--- config.mk ---
export PLATFORM = sky130hd
export DESIGN_NAME = sit_ram
export DESIGN_NICKNAME = d
export VERILOG_FILES = /design/src/hw/rtl/sit_ram.sv
export SDC_FILE = /design/constraint.sdc
export NUM_CORES = 2
export LEC_CHECK = 0
export BUFFER_PORTS_ARGS = -buffer_cell sky130_fd_sc_hd__buf_2
export CAP_MARGIN = 25
export CELL_PAD_IN_SITES_DETAIL_PLACEMENT = 1
export CELL_PAD_IN_SITES_GLOBAL_PLACEMENT = 2
export CORE_ASPECT_RATIO = 0.8
export CORE_MARGIN = 2
export CORE_UTILIZATION = 55
export DETAILED_ROUTE_END_ITERATION = 7
export HOLD_SLACK_MARGIN = 0.02
export PLACE_DENSITY = 0.87
export SYNTH_ARGS = -nofsm -noshare
export SYNTH_HDL_FRONTEND = slang
export SYNTH_SLANG_ARGS = --single-unit
--- constraint.sdc ---
create_clock -name i_clk -period 5.8 [get_ports i_clk]
set_input_delay 0 -clock i_clk [delete_from_list [all_inputs] [get_ports i_clk]]
set_output_delay 0 -clock i_clk [all_outputs]
set_load 0.03 [all_outputs]
--- src/hw/rtl/sit_ram.sv ---
// ----------------------------------------------------------------------------
// sit_ram
// Simple dual-port RAM: one write port, one read port, registered read data.
// ----------------------------------------------------------------------------
module sit_ram #(
    parameter int WIDTH = 8,
    parameter int DEPTH = 256,
    localparam int AW   = (DEPTH > 1) ? $clog2(DEPTH) : 1
) (
    input  logic             i_clk,
    input  logic             i_we,
    input  logic [AW-1:0]    i_waddr,
    input  logic [WIDTH-1:0] i_wdata,
    input  logic [AW-1:0]    i_raddr,
    output logic [WIDTH-1:0] o_rdata
);

    logic [WIDTH-1:0] r_mem [DEPTH];
    logic [WIDTH-1:0] r_rdata;

    always_ff @(posedge i_clk) begin
        if (i_we) begin
            r_mem[i_waddr] <= i_wdata;
        end
        r_rdata <= r_mem[i_raddr];
    end

    assign o_rdata = r_rdata;

endmodule

# Yosys cells after proc, flatten, opt, wreduce, memory -nomap -nowiden
# Memories as Yosys holds them, arrays and structs flattened. A register that Yosys moved wholly into a read port is not among the register bits.
# Cells that the tools add are included.
# op_classes
mux	2
# op_table
op	n
2-to-1 mux 1 bit	2
# totals
regBits	0
ram_bits	2048
out_inout_bits	8
elab_cells	3
n_memories	1
# mem_list
memory	words	word_bits	rd	rd_clocked_by_memory_dff	write_ports	line_no	rtl
r_mem	256	8	1	1	1	18	logic [WIDTH-1:0] r_mem [DEPTH];

# Logic depth before layout (Yosys ltp)
# depth
word_depth	2
ltp_mapped	11
depth_no_buf	6

# Least setup slack after synthesis
# Ideal clock, no wire load.
# synth_timing
path_type	input-to-reg
start	in i_raddr[0]
end	reg r_rdata[2], in the netlist o_rdata[2], read port of r_mem
setup_ns	0.131
arrival_ns	1.807
required_time_ns	5.669
setup_slack_ns	3.862
path_stages	9
n_path_buf	4
cell_sequence	buf_6 buf_12 buf_8 buf_2 mux4_2 a22oi_1 a21oi_1 nor4_1 nor4_2
# synth_rtl
element	line_no	rtl
start, declared	14	input logic [AW-1:0] i_raddr,
end, declared	19	logic [WIDTH-1:0] r_rdata;

==> run summary <==
Tcrit/Tclk final -> 0.547
Yosys warns -> 0
CTS root buf -> clkbuf_16
Most frequent cell after synthesis -> edfxtp_1
Initial antenna violation count -> 10
PD cells -> 340 nW/um^2
Area leader, netlist -> edfxtp_1
Fin Setup TNS -> 0 ns
Die width -> 429 um
Global-route wire length before repair -> 311,000 um
GRT Util Overall -> 0.297
Register bit total from synthesis -> 2,056
Area post-placement -> 81,600 um^2
Die footprint -> 148,000 um^2
Post-route ant nets -> 0
Clk_skew -> 0.0387 ns
Critical Path End Type -> flop
Nets -> 3,855
P&R area growth vs syn -> 10.1%
Post-synth EDFFs -> 2,048
Vias in the first global route -> 41,400
Worst-skew pair later-pin latency -> 0.85 ns
Clock Path Buffers -> 3
Cell count after synthesis -> 3,733
Area share of the largest cell type after synthesis -> 0.773
Slew HR -> 0.196
Nature of the critical path startpoint -> input port
Fin. max-slew vios -> 0
Post-synth top cells -> edfxtp_1, mux4_2, nor2_1
WL final -> 216,000 um
Avg Inst Size Synth -> 21.3 um^2
Via count -> 40,600
Die height -> 344 um
CTS tree -> yes
Max Freq -> 315 MHz
Final setup violating endpoints -> 0
CP required -> 6.49 ns
Fillers -> 11,600
Place WS -> 1.76 ns
Maximum vdd drop -> 0.328 mV
DRC -> 0
# IOs -> 34
Starting density of the core -> 0.556
Setup WS post-layout -> 2.63 ns
Static Leak -> 26.8 nW
Clock sink count -> 2,056
RSZ-0062 raised after global routing -> false
Seq/Total Area, Yosys -> 0.775
Status -> finished, final reports clean
Worst-path clk slew -> 0.07 ns
Gpl congestion -> 0.859
Detailed placement HPWL -> 129,000 um
Crit Path Max Fanout -> 34
Worst hold-check path type -> in2reg
Synthesized net count -> 3,759
Cell area after layout -> 87,600 um^2
Top FF cell, synth -> edfxtp_1
Maxcap violations -> 0
CP arrival -> 3.87 ns
Overflow after GRT -> 0
Met1 wire length -> 85,400 um
Post-Syn Area -> 79,600 um^2
First-pass DRT Iterations -> 5
Minimum clock period -> 3.17 ns
Final Hold Fails -> 0
Initial DRC count -> 6,413
Highest routed layer -> met5
Main area contributors after synthesis -> edfxtp_1, mux4_2, mux2i_1
Synth cell types -> 55
Worst-Margin Slew -> 1.21 ns
Port buffer count -> 33
DR WL/cell -> 36.8 um
H-tree levels -> 4
Largest net degree at the start of global routing -> 191
DR WL met3 -> 22,200 um
CP Class -> in2reg
Vias/cell -> 6.90
Core area -> 143,000 um^2
CTS buffer count -> 186
Synth async-reset ratio -> 0
Hold_ws -> 0.107 ns
Share of cells above drive strength 1 -> 0.213
Wire length on met2 -> 102,000 um
Num rows -> 124
==> final cells by class <==
class / count / area (um^2) / share of cell area
inverters: 2 / 7.51 / 0.0000857
diodes: 3 / 7.51 / 0.0000857
well taps: 1890 / 2360 / 0.0270
clock buffers: 249 / 5010 / 0.0571
multi-input cells: 1442 / 16500 / 0.189
flip-flops and latches: 2056 / 61700 / 0.704
repair buffers: 141 / 1310 / 0.0149
clock inverters: 91 / 753 / 0.00860
==> layer usage <==
layer,GRT usage,vias to the layer above
met3,0.0690,387
met1,0.427,21700
met2,0.457,2621
li1,-,15900
met5,0,-
met4,0.0951,12
==> power breakdown <==
group          leakage, nW  internal, W  total [W]  switching (W)
Combinational         5.56     0.000495    0.00153        0.00104
Clock                 2.80      0.00647     0.0119        0.00542
Sequential            18.5       0.0164     0.0164      0.0000330
Total                 26.8       0.0233     0.0298        0.00649
==> cell families after synthesis <==
family / share of synthesized area
AOI/OAI and AO/OA: 0.0342
buffers and inverters: 0.0183
DFF: 0.775
muxes: 0.146
and+or+nand+nor: 0.0263
==> state kept, by name, summed over array words and instances, names as in the netlist <==
| signal | cells |
|---|---|
| o_rdata | 8 |
| r_mem | 2048 |
==> per-stage QoR <==
step	utilization	total power (W)	std cells
2_1_floorplan	-	0.0175	3733
3_3_place_gp	0.570	0.0182	5505
3_5_place_dp	0.570	0.0182	5513
4_1_cts	0.611	0.0299	5862
5_1_grt	0.612	0.0304	5871
6_report	0.612	0.0298	5874
==> worst max-delay path: stages <==
cell and delay [ns]:
buf_2 0.69, buf_4 0.66, nor2_4 0.27, buf_4 0.32, a22o_1 0.26, a221oi_1 0.47
o221ai_1 0.26, a211oi_1 0.75, nor4_1 0.08
==> cell usage in the layout (no fill, tap or decap), types with 32 or more instances in the layout <==
master,instances
a22oi_1,133
a21oi_1,96
buf_4,77
nand3_1,34
edfxtp_1,2048
nor2_1,279
o221ai_1,46
mux2i_1,134
mux4_2,454
clkbuf_16,190
clkinv_1,49
clkbuf_1,56
nand2_1,32
==> path summary, 6_finish.rpt <==
| check | startpoint | end | slack, ns | cells after the start |
|---|---|---|---|---|
| max | i_raddr[3] | o_rdata[3] | 2.63 | 9 |
| min | i_waddr[1] | r_mem[203][3] | 0.11 | 3 |
| min reg2reg | r_mem[40][3] | o_rdata[3] | 1.05 | 6 |
| max reg2reg | r_mem[24][3] | o_rdata[3] | 2.97 | 6 |
==> what timing repair did <==
action	4_1_cts	5_1_grt
hold buffers	9	0
resized for setup	0	0
endpoints found under the hold margin	580	0
buffers inserted	0	0
Power figures use the tool's default switching activity.
